## src/hw/rtl/cpu_operand_address_generator_core_defines.svh

```systemverilog
// Assertion macros for the operand address generator.
// Included by RTL files that carry concurrent checks; expects clk_i and rst_ni in scope.
`ifndef CPU_OPERAND_ADDRESS_GENERATOR_CORE_DEFINES_SVH
`define CPU_OPERAND_ADDRESS_GENERATOR_CORE_DEFINES_SVH

// Check a property on every rising clock edge, masked while reset is asserted.
`define OPA_ASSERT(lbl, prop, msg) \
  lbl: assert property (@(posedge clk_i) disable iff (!rst_ni) (prop)) else $error(msg);

// Check that a condition seen on an accepted item is followed by a result in the next cycle.
`define OPA_ASSERT_NEXT(lbl, pre, post, msg) \
  lbl: assert property (@(posedge clk_i) disable iff (!rst_ni) (pre) |=> (post)) \
    else $error(msg);

`endif

```

## src/hw/rtl/opa_pkg.sv

```systemverilog
// Shared types and constants for the 6502 operand address generator.
// No dependencies; used by the interfaces and imported by every RTL module.
package opa_pkg;

  localparam int unsigned AddrW = 16;
  localparam int unsigned ByteW = 8;
  localparam int unsigned ModeW = 4;
  localparam int unsigned StepW = 2;

  localparam logic [ByteW-1:0] PageLastByte = 8'hFF;
  localparam logic [ByteW-1:0] ZeroByte     = 8'h00;

  typedef enum logic [ModeW-1:0] {
    MODE_ACC  = 4'd0,
    MODE_ABS  = 4'd1,
    MODE_ABSX = 4'd2,
    MODE_ABSY = 4'd3,
    MODE_IMM  = 4'd4,
    MODE_IMPL = 4'd5,
    MODE_IND  = 4'd6,
    MODE_XIND = 4'd7,
    MODE_INDY = 4'd8,
    MODE_REL  = 4'd9,
    MODE_ZPG  = 4'd10,
    MODE_ZPGX = 4'd11,
    MODE_ZPGY = 4'd12
  } mode_e;

  typedef enum logic {
    ITEM_START = 1'b0,
    ITEM_DATA  = 1'b1
  } item_kind_e;

  typedef enum logic [1:0] {
    RES_READ    = 2'd0,
    RES_DONE    = 2'd1,
    RES_IGNORED = 2'd2
  } res_kind_e;

  typedef enum logic [StepW-1:0] {
    STEP_0 = 2'd0,
    STEP_1 = 2'd1,
    STEP_2 = 2'd2,
    STEP_3 = 2'd3
  } step_e;

  typedef struct packed {
    logic             item_kind;
    logic [ModeW-1:0] mode;
    logic [AddrW-1:0] prog_counter;
    logic [ByteW-1:0] index_x;
    logic [ByteW-1:0] index_y;
    logic             is_rmw;
    logic [ByteW-1:0] read_data;
  } item_t;

  typedef struct packed {
    logic [1:0]       result_kind;
    logic [AddrW-1:0] read_address;
    logic [AddrW-1:0] effective_address;
    logic [AddrW-1:0] next_pc;
    logic             extra_cycle;
  } res_t;

endpackage

```

## src/hw/rtl/opa_item_if.sv

```systemverilog
// Input channel of the operand address generator: valid/ready plus item fields.
// Depends on opa_pkg for field widths.
interface opa_item_if;
  logic                         valid;
  logic                         ready;
  logic                         item_kind;
  logic [opa_pkg::ModeW-1:0]    mode;
  logic [opa_pkg::AddrW-1:0]    prog_counter;
  logic [opa_pkg::ByteW-1:0]    index_x;
  logic [opa_pkg::ByteW-1:0]    index_y;
  logic                         is_rmw;
  logic [opa_pkg::ByteW-1:0]    read_data;

  modport source (
    output valid, item_kind, mode, prog_counter, index_x, index_y, is_rmw, read_data,
    input  ready
  );
  modport sink (
    input  valid, item_kind, mode, prog_counter, index_x, index_y, is_rmw, read_data,
    output ready
  );
endinterface

```

## src/hw/rtl/opa_result_if.sv

```systemverilog
// Result channel of the operand address generator: valid/ready plus result fields.
// Depends on opa_pkg for field widths.
interface opa_result_if;
  logic                         valid;
  logic                         ready;
  logic [1:0]                   result_kind;
  logic [opa_pkg::AddrW-1:0]    read_address;
  logic [opa_pkg::AddrW-1:0]    effective_address;
  logic [opa_pkg::AddrW-1:0]    next_pc;
  logic                         extra_cycle;

  modport source (
    output valid, result_kind, read_address, effective_address, next_pc, extra_cycle,
    input  ready
  );
  modport sink (
    input  valid, result_kind, read_address, effective_address, next_pc, extra_cycle,
    output ready
  );
endinterface

```

## src/hw/rtl/opa_in_reg.sv

```systemverilog
// Input register stage: captures one item from the input channel.
// Depends on opa_pkg and opa_item_if.
module opa_in_reg (
  input  logic             clk_i,
  input  logic             rst_ni,
  opa_item_if.sink         item_i,
  input  logic             take_i,
  output logic             valid_o,
  output opa_pkg::item_t   item_o
);
  import opa_pkg::*;

  logic  valid_q, valid_d;
  item_t item_q;
  logic  accept;

  // Free when empty or when the held item moves on this cycle.
  assign item_i.ready = !valid_q || take_i;
  assign accept       = item_i.valid && item_i.ready;

  always_comb begin
    valid_d = valid_q;
    if (accept) begin
      valid_d = 1'b1;
    end else if (take_i) begin
      valid_d = 1'b0;
    end
  end

  always_ff @(posedge clk_i or negedge rst_ni) begin
    if (!rst_ni) begin
      valid_q <= 1'b0;
    end else begin
      valid_q <= valid_d;
    end
  end

  always_ff @(posedge clk_i) begin
    if (accept) begin
      item_q.item_kind    <= item_i.item_kind;
      item_q.mode         <= item_i.mode;
      item_q.prog_counter <= item_i.prog_counter;
      item_q.index_x      <= item_i.index_x;
      item_q.index_y      <= item_i.index_y;
      item_q.is_rmw       <= item_i.is_rmw;
      item_q.read_data    <= item_i.read_data;
    end
  end

  assign valid_o = valid_q;
  assign item_o  = item_q;

endmodule

```

## src/hw/rtl/opa_step.sv

```systemverilog
// Addressing-mode sequencer: holds the per-instruction context and turns each item into
// one read request, done or ignored result. Depends on opa_pkg and the defines header.
`include "cpu_operand_address_generator_core_defines.svh"

module opa_step (
  input  logic             clk_i,
  input  logic             rst_ni,
  input  logic             fire_i,
  input  opa_pkg::item_t   item_i,
  output opa_pkg::res_t    res_o
);
  import opa_pkg::*;

  logic             busy_q, busy_d;
  mode_e            held_mode_q, held_mode_d;
  logic [AddrW-1:0] work_pc_q, work_pc_d;
  logic [ByteW-1:0] held_x_q, held_x_d;
  logic [ByteW-1:0] held_y_q, held_y_d;
  logic             held_rmw_q, held_rmw_d;
  step_e            step_q, step_d;
  logic [AddrW-1:0] ptr_q, ptr_d;
  logic [ByteW-1:0] low_q, low_d;

  logic [ByteW-1:0] rd;
  logic [AddrW-1:0] word_rd;
  logic [ByteW-1:0] abs_idx;
  logic [ByteW:0]   low_sum;
  logic [ByteW:0]   low_sum_y;
  logic [ByteW-1:0] zp_ptr;
  logic [ByteW-1:0] zp_ptr_next;
  logic [AddrW-1:0] ind_hi_addr;
  res_t             res;

  assign rd      = item_i.read_data;
  assign word_rd = {rd, low_q};
  assign abs_idx = (held_mode_q == MODE_ABSX) ? held_x_q :
                   (held_mode_q == MODE_ABSY) ? held_y_q : ZeroByte;
  assign low_sum     = {1'b0, low_q} + {1'b0, abs_idx};
  assign low_sum_y   = {1'b0, low_q} + {1'b0, held_y_q};
  assign zp_ptr      = (held_mode_q == MODE_XIND) ? rd + held_x_q : rd;
  assign zp_ptr_next = ptr_q[ByteW-1:0] + 8'd1;
  // Indirect jump quirk: a pointer at the end of a page wraps to its start.
  assign ind_hi_addr = (ptr_q[ByteW-1:0] == PageLastByte) ? {ptr_q[AddrW-1:ByteW], ZeroByte}
                                                          : ptr_q + 16'd1;

  always_comb begin
    busy_d      = busy_q;
    held_mode_d = held_mode_q;
    work_pc_d   = work_pc_q;
    held_x_d    = held_x_q;
    held_y_d    = held_y_q;
    held_rmw_d  = held_rmw_q;
    step_d      = step_q;
    ptr_d       = ptr_q;
    low_d       = low_q;
    res         = '0;

    if (item_i.item_kind == ITEM_START) begin
      held_mode_d = mode_e'(item_i.mode);
      held_x_d    = item_i.index_x;
      held_y_d    = item_i.index_y;
      held_rmw_d  = item_i.is_rmw;
      step_d      = STEP_0;
      busy_d      = 1'b0;
      work_pc_d   = item_i.prog_counter;
      if (item_i.mode == MODE_IMM) begin
        work_pc_d             = item_i.prog_counter + 16'd1;
        res.result_kind       = RES_DONE;
        res.effective_address = item_i.prog_counter;
        res.next_pc           = item_i.prog_counter + 16'd1;
      end else if (item_i.mode == MODE_ACC || item_i.mode == MODE_IMPL ||
                   item_i.mode > MODE_ZPGY) begin
        res.result_kind = RES_DONE;
        res.next_pc     = item_i.prog_counter;
      end else begin
        busy_d           = 1'b1;
        work_pc_d        = item_i.prog_counter + 16'd1;
        res.result_kind  = RES_READ;
        res.read_address = item_i.prog_counter;
      end
    end else if (!busy_q) begin
      res.result_kind = RES_IGNORED;
    end else begin
      // Default to a done result; request arms below override it.
      res.result_kind = RES_DONE;
      res.next_pc     = work_pc_q;
      busy_d          = 1'b0;
      step_d          = STEP_0;
      case (held_mode_q)
        MODE_ABS, MODE_ABSX, MODE_ABSY: begin
          if (step_q == STEP_0) begin
            low_d            = rd;
            step_d           = STEP_1;
            busy_d           = 1'b1;
            work_pc_d        = work_pc_q + 16'd1;
            res              = '0;
            res.result_kind  = RES_READ;
            res.read_address = work_pc_q;
          end else begin
            res.effective_address = word_rd + {ZeroByte, abs_idx};
            res.extra_cycle       = (held_mode_q != MODE_ABS) && !held_rmw_q && low_sum[ByteW];
          end
        end
        MODE_IND: begin
          if (step_q != STEP_3) begin
            busy_d          = 1'b1;
            res             = '0;
            res.result_kind = RES_READ;
          end
          case (step_q)
            STEP_0: begin
              low_d            = rd;
              step_d           = STEP_1;
              work_pc_d        = work_pc_q + 16'd1;
              res.read_address = work_pc_q;
            end
            STEP_1: begin
              ptr_d            = word_rd;
              step_d           = STEP_2;
              res.read_address = word_rd;
            end
            STEP_2: begin
              low_d            = rd;
              step_d           = STEP_3;
              res.read_address = ind_hi_addr;
            end
            default: begin
              res.effective_address = word_rd;
            end
          endcase
        end
        MODE_XIND, MODE_INDY: begin
          if (step_q == STEP_0) begin
            ptr_d            = {ZeroByte, zp_ptr};
            step_d           = STEP_1;
            busy_d           = 1'b1;
            res              = '0;
            res.result_kind  = RES_READ;
            res.read_address = {ZeroByte, zp_ptr};
          end else if (step_q == STEP_1) begin
            low_d            = rd;
            step_d           = STEP_2;
            busy_d           = 1'b1;
            res              = '0;
            res.result_kind  = RES_READ;
            res.read_address = {ZeroByte, zp_ptr_next};
          end else if (held_mode_q == MODE_XIND) begin
            res.effective_address = word_rd;
          end else begin
            res.effective_address = word_rd + {ZeroByte, held_y_q};
            res.extra_cycle       = low_sum_y[ByteW];
          end
        end
        MODE_REL:  res.effective_address = {{ByteW{rd[ByteW-1]}}, rd};
        MODE_ZPG:  res.effective_address = {ZeroByte, rd};
        MODE_ZPGX: res.effective_address = {ZeroByte, rd + held_x_q};
        MODE_ZPGY: res.effective_address = {ZeroByte, rd + held_y_q};
        default:   res.effective_address = '0;
      endcase
    end
  end

  always_ff @(posedge clk_i or negedge rst_ni) begin
    if (!rst_ni) begin
      busy_q      <= 1'b0;
      step_q      <= STEP_0;
      held_mode_q <= MODE_ACC;
      work_pc_q   <= '0;
      held_x_q    <= '0;
      held_y_q    <= '0;
      held_rmw_q  <= 1'b0;
      ptr_q       <= '0;
      low_q       <= '0;
    end else if (fire_i) begin
      busy_q      <= busy_d;
      step_q      <= step_d;
      held_mode_q <= held_mode_d;
      work_pc_q   <= work_pc_d;
      held_x_q    <= held_x_d;
      held_y_q    <= held_y_d;
      held_rmw_q  <= held_rmw_d;
      ptr_q       <= ptr_d;
      low_q       <= low_d;
    end
  end

  assign res_o = res;

  `OPA_ASSERT(a_idle_step_zero, !busy_q |-> step_q == STEP_0,
              "step counter nonzero while idle")
  `OPA_ASSERT(a_step3_only_ind, step_q == STEP_3 |-> held_mode_q == MODE_IND,
              "fourth step reached outside indirect mode")
  `OPA_ASSERT_NEXT(a_done_clears_busy, fire_i && res.result_kind == RES_DONE,
                   !busy_q && step_q == STEP_0, "done result left the sequencer busy")
  `OPA_ASSERT_NEXT(a_read_keeps_busy, fire_i && res.result_kind == RES_READ, busy_q,
                   "read request issued without a pending computation")

endmodule

```

## src/hw/rtl/opa_out_reg.sv

```systemverilog
// Result register: holds one result until the output channel takes it.
// Depends on opa_pkg and opa_result_if.
module opa_out_reg (
  input  logic             clk_i,
  input  logic             rst_ni,
  input  logic             valid_i,
  input  opa_pkg::res_t    res_i,
  output logic             take_o,
  opa_result_if.source     result_o
);
  import opa_pkg::*;

  logic valid_q, valid_d;
  res_t res_q;

  // Load a new result when empty or when the held one leaves this cycle.
  assign take_o = valid_i && (!valid_q || result_o.ready);

  always_comb begin
    valid_d = valid_q;
    if (take_o) begin
      valid_d = 1'b1;
    end else if (result_o.ready) begin
      valid_d = 1'b0;
    end
  end

  always_ff @(posedge clk_i or negedge rst_ni) begin
    if (!rst_ni) begin
      valid_q <= 1'b0;
    end else begin
      valid_q <= valid_d;
    end
  end

  always_ff @(posedge clk_i) begin
    if (take_o) begin
      res_q <= res_i;
    end
  end

  assign result_o.valid             = valid_q;
  assign result_o.result_kind       = res_q.result_kind;
  assign result_o.read_address      = res_q.read_address;
  assign result_o.effective_address = res_q.effective_address;
  assign result_o.next_pc           = res_q.next_pc;
  assign result_o.extra_cycle       = res_q.extra_cycle;

endmodule

```

## src/hw/rtl/cpu_operand_address_generator_core.sv

```systemverilog
// 6502 operand address generator. A start item (mode, PC, X, Y, read-modify-write flag)
// and each returned bus byte produce exactly one result: a bus read request, a done
// result with effective address, next PC and page-cross flag, or an ignored result for
// a byte seen while idle. One item is accepted per cycle while the result channel does
// not stall; each item is held in the input register, passes once through the mode
// sequencer and is registered in the result register before it appears on the output.
module cpu_operand_address_generator_core (
  input  logic         clk_i,
  input  logic         rst_ni,
  opa_item_if.sink     item_i,
  opa_result_if.source result_o
);
  import opa_pkg::*;

  logic  in_valid;
  logic  take;
  item_t item;
  res_t  res;

  opa_in_reg u_in_reg (
    .clk_i   (clk_i),
    .rst_ni  (rst_ni),
    .item_i  (item_i),
    .take_i  (take),
    .valid_o (in_valid),
    .item_o  (item)
  );

  opa_step u_step (
    .clk_i  (clk_i),
    .rst_ni (rst_ni),
    .fire_i (take),
    .item_i (item),
    .res_o  (res)
  );

  opa_out_reg u_out_reg (
    .clk_i    (clk_i),
    .rst_ni   (rst_ni),
    .valid_i  (in_valid),
    .res_i    (res),
    .take_o   (take),
    .result_o (result_o)
  );

endmodule

```

## src/flat_wrapper.sv

```systemverilog
// flat-port wrapper written by rule: the top's interface ports become plain ports
module cpu_operand_address_generator_core_flat import opa_pkg::*;
  (clk_i, rst_ni, item_i_valid, item_i_item_kind, item_i_mode, item_i_prog_counter, item_i_index_x, item_i_index_y, item_i_is_rmw, item_i_read_data, item_i_ready, result_o_valid, result_o_result_kind, result_o_read_address, result_o_effective_address, result_o_next_pc, result_o_extra_cycle, result_o_ready);
  opa_item_if item_i_i ();
  opa_result_if result_o_i ();
  input  logic clk_i;
  input  logic rst_ni;
  input wire logic [$bits(item_i_i.valid)-1:0] item_i_valid;
  input wire logic [$bits(item_i_i.item_kind)-1:0] item_i_item_kind;
  input wire logic [$bits(item_i_i.mode)-1:0] item_i_mode;
  input wire logic [$bits(item_i_i.prog_counter)-1:0] item_i_prog_counter;
  input wire logic [$bits(item_i_i.index_x)-1:0] item_i_index_x;
  input wire logic [$bits(item_i_i.index_y)-1:0] item_i_index_y;
  input wire logic [$bits(item_i_i.is_rmw)-1:0] item_i_is_rmw;
  input wire logic [$bits(item_i_i.read_data)-1:0] item_i_read_data;
  output wire logic [$bits(item_i_i.ready)-1:0] item_i_ready;
  output wire logic [$bits(result_o_i.valid)-1:0] result_o_valid;
  output wire logic [$bits(result_o_i.result_kind)-1:0] result_o_result_kind;
  output wire logic [$bits(result_o_i.read_address)-1:0] result_o_read_address;
  output wire logic [$bits(result_o_i.effective_address)-1:0] result_o_effective_address;
  output wire logic [$bits(result_o_i.next_pc)-1:0] result_o_next_pc;
  output wire logic [$bits(result_o_i.extra_cycle)-1:0] result_o_extra_cycle;
  input wire logic [$bits(result_o_i.ready)-1:0] result_o_ready;
  assign item_i_i.valid = item_i_valid;
  assign item_i_i.item_kind = item_i_item_kind;
  assign item_i_i.mode = item_i_mode;
  assign item_i_i.prog_counter = item_i_prog_counter;
  assign item_i_i.index_x = item_i_index_x;
  assign item_i_i.index_y = item_i_index_y;
  assign item_i_i.is_rmw = item_i_is_rmw;
  assign item_i_i.read_data = item_i_read_data;
  assign item_i_ready = item_i_i.ready;
  assign result_o_valid = result_o_i.valid;
  assign result_o_result_kind = result_o_i.result_kind;
  assign result_o_read_address = result_o_i.read_address;
  assign result_o_effective_address = result_o_i.effective_address;
  assign result_o_next_pc = result_o_i.next_pc;
  assign result_o_extra_cycle = result_o_i.extra_cycle;
  assign result_o_i.ready = result_o_ready;
  cpu_operand_address_generator_core u_core (.clk_i(clk_i), .rst_ni(rst_ni), .item_i(item_i_i), .result_o(result_o_i));
endmodule
```

## config.mk

```make
export PLATFORM = sky130hd
export DESIGN_NAME = cpu_operand_address_generator_core_flat
export DESIGN_NICKNAME = d
export VERILOG_FILES = /design/src/hw/rtl/opa_pkg.sv /design/src/hw/rtl/opa_item_if.sv /design/src/hw/rtl/opa_result_if.sv /design/src/hw/rtl/opa_in_reg.sv /design/src/hw/rtl/opa_step.sv /design/src/hw/rtl/opa_out_reg.sv /design/src/hw/rtl/cpu_operand_address_generator_core.sv /design/src/flat_wrapper.sv
export VERILOG_INCLUDE_DIRS = /design/src /design/src/hw/rtl
export SDC_FILE = /design/constraint.sdc
export NUM_CORES = 1
export LEC_CHECK = 0
export BUFFER_PORTS_ARGS = -buffer_cell sky130_fd_sc_hd__buf_2
export CORE_MARGIN = 2
export CORE_UTILIZATION = 40
export CTS_CLUSTER_SIZE = 16
export DETAILED_ROUTE_END_ITERATION = 7
export PLACE_DENSITY = 0.69
export SLEW_MARGIN = 10
export SYNTH_ARGS = -nofsm -noshare
export SYNTH_HDL_FRONTEND = slang
export SYNTH_SLANG_ARGS = --single-unit
```

## constraint.sdc

```tcl
create_clock -name clk_i -period 6.15 [get_ports clk_i]
set_input_delay 0.615 -clock clk_i [delete_from_list [all_inputs] [get_ports clk_i]]
set_output_delay 0.615 -clock clk_i [all_outputs]
set_load 0.01 [all_outputs]
```

==> results of run 1 <==
-- power groups by stage --
stage,clock (mW),combinational (mW),sequential [mW]
after floorplan,0,0.822,1.49
after global placement,0,1.04,1.63
after detailed placement,0,1.05,1.63
after CTS,1.12,1.05,1.61
after global routing,1.16,1.18,1.64
final,1.10,1.07,1.62
-- flip-flops by register name (all words and copies together) (netlist names) --
register / count
u_core.u_in_reg.item_o: 46
u_core.u_in_reg.valid_o: 1
u_core.u_out_reg.result_o.effective_address: 16
u_core.u_out_reg.result_o.extra_cycle: 1
u_core.u_out_reg.result_o.next_pc: 16
u_core.u_out_reg.result_o.read_address: 16
u_core.u_out_reg.result_o.result_kind: 2
u_core.u_out_reg.result_o.valid: 1
u_core.u_step.busy_q: 1
u_core.u_step.held_mode_q: 4
u_core.u_step.held_rmw_q: 1
u_core.u_step.held_x_q: 8
u_core.u_step.held_y_q: 8
u_core.u_step.low_q: 8
u_core.u_step.ptr_q: 16
u_core.u_step.step_q: 2
u_core.u_step.work_pc_q: 16
-- stage by stage --
step | instance area [um^2] | std cells
2_1_floorplan | 10500 | 1106
3_3_place_gp | 11100 | 1481
3_5_place_dp | 11100 | 1481
4_1_cts | 11700 | 1513
5_1_grt | 11700 | 1513
6_report | 11700 | 1513
-- worst max-delay path by stage --
stage                                                                      to                                     start  slack [ns]
detailed placement  u_core.u_out_reg.result_o.effective_address[11]$_DFFE_PP_  u_core.u_step.held_mode_q[1]$_DFFE_PN0P_        2.58
CTS                 u_core.u_out_reg.result_o.effective_address[11]$_DFFE_PP_  u_core.u_step.held_mode_q[1]$_DFFE_PN0P_        2.55
global placement     u_core.u_out_reg.result_o.effective_address[8]$_DFFE_PP_  u_core.u_step.held_mode_q[1]$_DFFE_PN0P_        2.62
floorplan            u_core.u_out_reg.result_o.effective_address[8]$_DFFE_PP_  u_core.u_step.held_mode_q[0]$_DFFE_PN0P_        3.16
global route         u_core.u_out_reg.result_o.effective_address[8]$_DFFE_PP_  u_core.u_step.held_mode_q[1]$_DFFE_PN0P_        2.16
finish               u_core.u_out_reg.result_o.effective_address[8]$_DFFE_PP_  u_core.u_step.held_mode_q[1]$_DFFE_PN0P_        2.51
-- cell usage in the layout, fill, tap and decap left out, types with 22 or more instances in the layout --
cell | Yosys | layout
xnor2_1 | 42 | 42
a21oi_1 | 68 | 68
nor2_1 | 58 | 57
a22oi_1 | 22 | 22
o21ai_0 | 82 | 82
dfrtp_1 | 66 | 66
nand2_1 | 184 | 184
edfxtp_1 | 97 | 97
buf_2 | 25 | 102
nand3_1 | 44 | 44
ha_1 | 43 | 43
-- logic make-up (layout without fill, tap and decap cells) --
group	after synthesis	in the layout	share of synthesized area, %
adder cells (fa/ha/maj)	48	48	6.00
multiplexers	27	27	2.68
AO/OA/AOI/OAI	324	324	20.8
AND/OR/NAND/NOR	399	399	18.5
XOR/XNOR	56	56	4.69
buffers and inverters	89	161	3.79
flip-flops	163	163	43.6
-- cell type report --
class | count | area, um^2
tap | 335 | 419
timing repair buffer | 113 | 593
fill | 2473 | 14200
inverter | 16 | 60.1
multi-input combinational | 854 | 5510
sequential | 163 | 4560
clock inverter | 13 | 148
clock buffer | 19 | 453
-- cell usage after synthesis, drive strengths merged, types with 4 or more instances --
cell type  count
o21bai         5
a21o          18
nand4         11
a41oi          5
nand2        185
nor3          16
dfrtp         66
nor4          10
o21ai         92
a21oi         69
nor2b          4
edfxtp        97
ha            43
xor2          14
a31oi          6
a222oi        16
nand3         46
o31ai          6
nor4b          4
clkbuf        41
a221oi         5
buf           32
or3            4
o31a           4
mux2           8
mux2i         19
a211oi        10
nor2          59
xnor2         42
inv           16
nand2b        10
and2          10
a22o           8
and4           5
o211ai        16
and3          16
o22ai         12
o21a           6
fa             4
a22oi         22
-- per-layer routing --
| layer | vias to the layer above | track usage (%) |
|---|---|---|
| li1 | 4243 | - |
| met2 | 454 | 37.6 |
| met5 | - | 0 |
| met1 | 4429 | 31.2 |
| met4 | 0 | 12.4 |
| met3 | 77 | 4.77 |
==> metrics.md, run 1 <==
| Metric | Value |
|---|---|
| Maxcap violations | `0` |
| Iter 0 DRT Violations | `912` |
| Die X | `166 um` |
| Clock transition at path regs | `around 0.070 ns` |
| Combinational Power Share | `28.2%` |
| Total Die Area | `27500 um^2` |
| Clock power frac | `29.0%` |
| Dpl hpwl | `23700 um` |
| Detail Route Antenna Nets | `0` |
| Crit. End Element | `flop` |
| Tot GR Track Use | `23.9%` |
| Metal3 WL | `about 2800 um` |
| FF-to-FF setup slack | `2.51 ns` |
| Status | `complete, no violations` |
| Capture point of the worst reg-to-reg path | `u_core.u_out_reg.result_o.effective_address[8]$_DFFE_PP_` |
| H-tree levels | `4` |
| Hold Startpoint | `item_i_read_data[3]` |
| Hold_buf cts | `0` |
| Fin Clk Skew | `0.0126 ns` |
| Slew Limit Fails | `0` |
| Die Y | `~170 um` |
| Setup CP Type | `flop to flop` |
| Launching point of the worst reg2reg path | `u_core.u_step.held_mode_q[1]$_DFFE_PN0P_` |
| Initial antenna violation count | `0` |
| Final Cycle Share | `59.2%` |
| Worst EP required | `6.34 ns` |
| Final worst setup slack | `2.51 ns` |
| Worst hold stages | `1` |
| Met2 Wirelength | `15200 um` |
| Total clock sinks | `163` |
| Int Pwr | `2.40 mW` |
| Crit-path max FO | `19` |
| Yosys reg bits | `163` |
| Top_reg_cell synth | `edfxtp_1` |
| WL met1 | `13500 um` |
| Total power | `3.79 mW` |
| Static Leak | `4.73 nW` |
| RSZ-0062 raised after global routing | `false` |
| Largest delay share family, worst path | `simple AND/OR/NAND/NOR gates` |
| Std cell rows | `59` |
| Async SR Flop Fraction | `approximately two fifths` |
| Fraction of layout cells with a size suffix above 1 | `15.4%` |
| Largest net degree at the start of global routing | `67` |
| Total core area | `25900 um^2` |
| Syn Inst Count | `1106` |
| DR vias | `around 9200` |
| Nets | `1262` |
| Clk Latency, worst-skew pair | `0.44 ns` |
| CTS-repair resized insts | `0` |
| Post-Syn Area | `10500 um^2` |
| Hold Path Sink | `u_core.u_in_reg.item_o[3]$_DFFE_PP_` |
| Seq pwr share | `42.8%` |
| Net Sw Frac | `around 37%` |
| Critical Path AT | `approximately 3.8 ns` |
| Largest stage delay, worst path | `0.69 ns` |
| Post-synth EDFFs | `97` |
| Number of port buffers | `102` |
| Worst relative slew slack | `between 10% and 20%` |
| CP max-delay cell | `dfrtp_1` |
| Final design utilization | `45.3%` |
| Buf/Inv on CP | `1` |
| Post-synth top area share | `around 28%` |
| WHS | `0.344 ns` |
| Global-route wire length before repair | `a little over 50000 um` |
| Final-report hold violation count | `0` |
| Syn_nets | `1203` |
| Deepest clock path buffer count | `2` |
| Top post-synthesis cells by area | `edfxtp_1 (28%), dfrtp_1 (16%), nand2_1 (6.6%)` |
| Least-Margin Pin Slew | `1.24 ns` |
| DR vias/cell | `approximately 6.1` |
| Area growth from synthesis to layout | `12.2%` |
| Vias in the first global route | `between 8000 and 9000` |
| Most Frequent Cell on Critical Path | `a21oi_1` |
| CTS tree | `done` |
| Worst slack, placed | `2.58 ns` |
| Maximum VDD drop | `174 uV` |
| Highest routed layer | `met4` |
| Mean Syn Cell Area | `9.46 um^2` |
| TritonRoute pass-1 iters | `8` |
| Top Ports | `103` |
| Routed length per instance | `~22 um` |
| Ant diodes | `0` |
| Pwr per Cell Area | `approximately 320 nW/um^2` |
| Yosys top cell by area | `edfxtp_1` |
| Total Wirelength | `33000 um` |
| FF-to-FF path depth | `10` |
| Crit. path cell count | `10` |
| Worst-path cell chain | `inv_1 > or3_1 > nor2_1 > ha_1 > a21oi_1 > o21ai_0 > nor3_1 > o31a_1 > a21oi_1 > a221o_1` |
| GP Congestion | `approximately 0.96` |
| Initial Util | `40.4%` |
| Switch Pwr | `1.39 mW` |
| CTS root buffer | `clkbuf_16` |
| Setup TNS Final | `0 ns` |
| Post-CTS setup buffers | `0` |
| Drc violations | `0` |
| Post-layout min period | `3.64 ns` |
| Fmax | `274 MHz` |
| TritonCTS buffer count | `17` |
| Final setup violation count | `0` |
| Hold Crit Class | `input pin to flop` |
| Seq/Total Area, Yosys | `43.6%` |
| Synth Warn # | `0` |
| Critical Path Start Type | `flop` |
| Count of different cell masters after synthesis | `87` |
| Remaining Overflow, GRT | `0` |
Note: power is estimated with default switching activity, not from simulation.
==> run 2, diff against run 1 <==
==> constraint.sdc (replaced) <==
create_clock -name clk_i -period 3.6 [get_ports clk_i]
set_input_delay 0.36 -clock clk_i [delete_from_list [all_inputs] [get_ports clk_i]]
set_output_delay 0.36 -clock clk_i [all_outputs]
set_load 0.01 [all_outputs]
==> run 2 against run 1 <==
Effect of this change: core utilization grew 0.55 points; die area is the same; worst setup slack lost 2.1 ns; wire length increased by 0.36%; flip-flop and latch count stayed put; largest cell class unchanged.
==> metrics.md, run 2 (synthesis results as in run 1) <==
| Metric | Value |
|---|---|
| Status | `complete, no violations (unchanged)` |
| DR vias | `9318 (was 9203)` |
| Maxcap violations | `0 (unchanged)` |
| Met1 global-route usage | `31.4% (was 31.2%)` |
| TritonCTS buffer count | `17 (unchanged)` |
| Post-route cell area | `11900 um^2 (was 11700 um^2)` |
| Dpl hpwl | `24200 um (was 23700 um)` |
| Setup TNS Final | `0 ns (unchanged)` |
| Fillers | `2465 (was 2473)` |
| Number of port buffers | `102 (unchanged)` |
| Fraction of layout cells with a size suffix above 1 | `17.0% (was 15.4%)` |
| Worst-path cell chain | `mux2i_1 > nor2_1 > ha_1 > fa_1 > nand3_1 > a21oi_1 > nor3_1 > o31a_1 > a21oi_1 > a221o_1 (was inv_1 > or3_1 > nor2_1 > ha_1 > a21oi_1 > o21ai_0 > nor3_1 > o31a_1 > a21oi_1 > a221o_1)` |
| Largest stage delay, worst path | `0.63 ns (was 0.69 ns)` |
| Global-route wire length before repair | `50600 um (was 50800 um)` |
| Worst relative slew slack | `23.5% (was 17.0%)` |
| Met2 usage in global routing | `37.0% (was 37.6%)` |
| Busiest layer in global routing | `met2 (unchanged)` |
| Final setup violation count | `0 (unchanged)` |
| Critical Path Source | `u_core.u_step.held_mode_q[0]$_DFFE_PN0P_ (was u_core.u_step.held_mode_q[1]$_DFFE_PN0P_)` |
| Clk Latency, worst-skew pair | `0.44 ns (about the same)` |
| CTS tree | `done (unchanged)` |
| Nets | `1288 (was 1262)` |
| Die X | `166 um (unchanged)` |
| Clock transition at path regs | `0.07 ns (about the same)` |
| CTS-repair resized insts | `0 (unchanged)` |
| Iter 0 DRT Violations | `1101 (was 912)` |
| CP max-delay cell | `dfrtp_1 (unchanged)` |
| Launching point of the worst reg2reg path | `u_core.u_step.held_mode_q[0]$_DFFE_PN0P_ (was u_core.u_step.held_mode_q[1]$_DFFE_PN0P_)` |
| RSZ-0062 raised after global routing | `false (unchanged)` |
| Fin Clk Skew | `0.0113 ns (was 0.0126 ns)` |
| Largest net degree at the start of global routing | `47 (was 67)` |
| CTS root buffer | `clkbuf_16 (unchanged)` |
| Std cell rows | `59 (unchanged)` |
| Critical Path AT | `3.35 ns (was 3.83 ns)` |
| Drc violations | `0 (unchanged)` |
| Die Y | `166 um (unchanged)` |
| Final Cycle Share | `87.8% (was 59.2%)` |
| Fmax | `316 MHz (was 274 MHz)` |
| Grt met3 use | `5.08% (was 4.77%)` |
| Least-Margin Pin Slew | `1.15 ns (was 1.24 ns)` |
| Most common cell after layout, fill and taps aside | `nand2_1 (unchanged)` |
| Area growth from synthesis to layout | `13.6% (was 12.2%)` |
| GP Congestion | `0.981 (was 0.960)` |
| Total Die Area | `27500 um^2 (unchanged)` |
| Total core area | `25900 um^2 (unchanged)` |
| Cell Area, Placed | `11300 um^2 (was 11100 um^2)` |
| Critical Path Start Type | `flop (unchanged)` |
| H-tree levels | `4 (unchanged)` |
| Remaining Overflow, GRT | `0 (unchanged)` |
| Ant diodes | `0 (unchanged)` |
| Routed length per instance | `21.5 um (was 21.8 um)` |
| Static Leak | `4.83 nW (was 4.73 nW)` |
| DR vias/cell | `6.05 (was 6.08)` |
| Initial antenna violation count | `0 (unchanged)` |
| Pwr per Cell Area | `539 nW/um^2 (was 322 nW/um^2)` |
| Slew Limit Fails | `0 (unchanged)` |
| Hold Startpoint | `item_i_prog_counter[3] (was item_i_read_data[3])` |
| Worst EP required | `3.79 ns (was 6.34 ns)` |
| Tot GR Track Use | `23.6% (was 23.9%)` |
| Vias in the first global route | `8923 (was 8862)` |
| Final-report hold violation count | `0 (unchanged)` |
| Total clock sinks | `163 (unchanged)` |
| Largest register FFs | `46 (unchanged)` |
| TritonRoute pass-1 iters | `7 (was 8)` |
| Post-layout min period | `3.16 ns (was 3.64 ns)` |
| Most Frequent Cell on Critical Path | `a21oi_1 (unchanged)` |
| Crit. End Element | `flop (unchanged)` |
| Top Ports | `103 (unchanged)` |
| Deepest clock path buffer count | `2 (unchanged)` |
| Maximum VDD drop | `277 uV (was 174 uV)` |
| Detail Route Antenna Nets | `0 (unchanged)` |
| Setup CP Type | `flop to flop (unchanged)` |
| Total Wirelength | `33100 um (was 33000 um)` |
| Hold Crit Class | `input pin to flop (unchanged)` |
| Crit-path max FO | `9 (was 19)` |
| Leading cell types in the layout, fill and taps excluded | `nand2_1 (184), buf_2 (102), edfxtp_1 (97), o21ai_0 (82), a21oi_1 (68) (unchanged)` |
| Initial Util | `40.4% (unchanged)` |
run 2: changes by cell type in the layout (fill, tap and decap cells not counted), sizes merged:
cell and change:
buf +25, inv -3, clkinv +2, bufinv -1
clkbuf +1, clkinvlp +1, dlygate4sd3 +1
run 2: routing by layer:
metal	vias to the layer above	share of wire, %
met5	-	0
met4	0	3.9
met3	95	9.4
met2	469	46
met1	4472	40
li1	4282	-
run 2: power by group:
| part | leakage, nW | switching [mW] | internal (mW) |
|---|---|---|---|
| logic | 2.77 | 1.21 | 0.813 |
| clock network | 0.265 | 0.785 | 0.954 |
| registers | 1.79 | 0.376 | 2.28 |
| total | 4.83 | 2.37 | 4.04 |
run 2: timing repair:
item / 4_1_cts / 5_1_grt
hold buffers: 1 / 0
hold endpoints to repair: 26 / 0
buffers inserted: 0 / 0
run 2: path summary, 6_finish.rpt:
path | slack (ns) | end | cells after the start
min | 0.09 | u_core.u_in_reg.item_o[28]$_DFFE_PP_ | 1
max in group asynchronous | 2.26 | u_core.u_step.held_rmw_q$_DFFE_PN0P_ | 3
max reg2reg | 0.44 | u_core.u_out_reg.result_o.effective_address[8]$_DFFE_PP_ | 10
min reg2reg | 0.44 | u_core.u_step.held_x_q[2]$_DFFE_PN0P_ | 2
min in group asynchronous | 0.53 | u_core.u_step.ptr_q[4]$_DFFE_PN0P_ | 2
max | 0.44 | u_core.u_out_reg.result_o.effective_address[8]$_DFFE_PP_ | 10
run 2: critical path, delay by kind of cell (launching register included):
| kind | cells | cell delay [ns] |
|---|---|---|
| compound gates | 4 | 0.62 |
| fa+ha+maj | 2 | 0.70 |
| flops | 1 | 0.63 |
| mux | 1 | 0.24 |
| simple gates | 3 | 0.73 |
run 2: layout make-up:
cell class / instances / area [um^2] / area share [%]
timing repair buffer: 139 / 791 / 6.65
inverter: 16 / 60.1 / 0.505
clock buffer: 20 / 437 / 3.67
multi-input combinational: 854 / 5510 / 46.3
sequential: 163 / 4560 / 38.4
clock inverter: 12 / 109 / 0.916
tap: 335 / 419 / 3.53
run 2: per-stage QoR:
step                setup WS [ns]  power [mW]  hold slack [ns]  utilization, %  instances
floorplan                   0.606        3.95           0.0644               -       1106
global placement            0.556        4.62            0.419            43.7       1506
detailed placement          0.508        4.64            0.426            43.7       1506
CTS                         0.492        6.39           0.0843            45.9       1539
global route                0.206        6.73           0.0758            45.9       1539
finish                      0.438        6.41           0.0949            45.9       1539
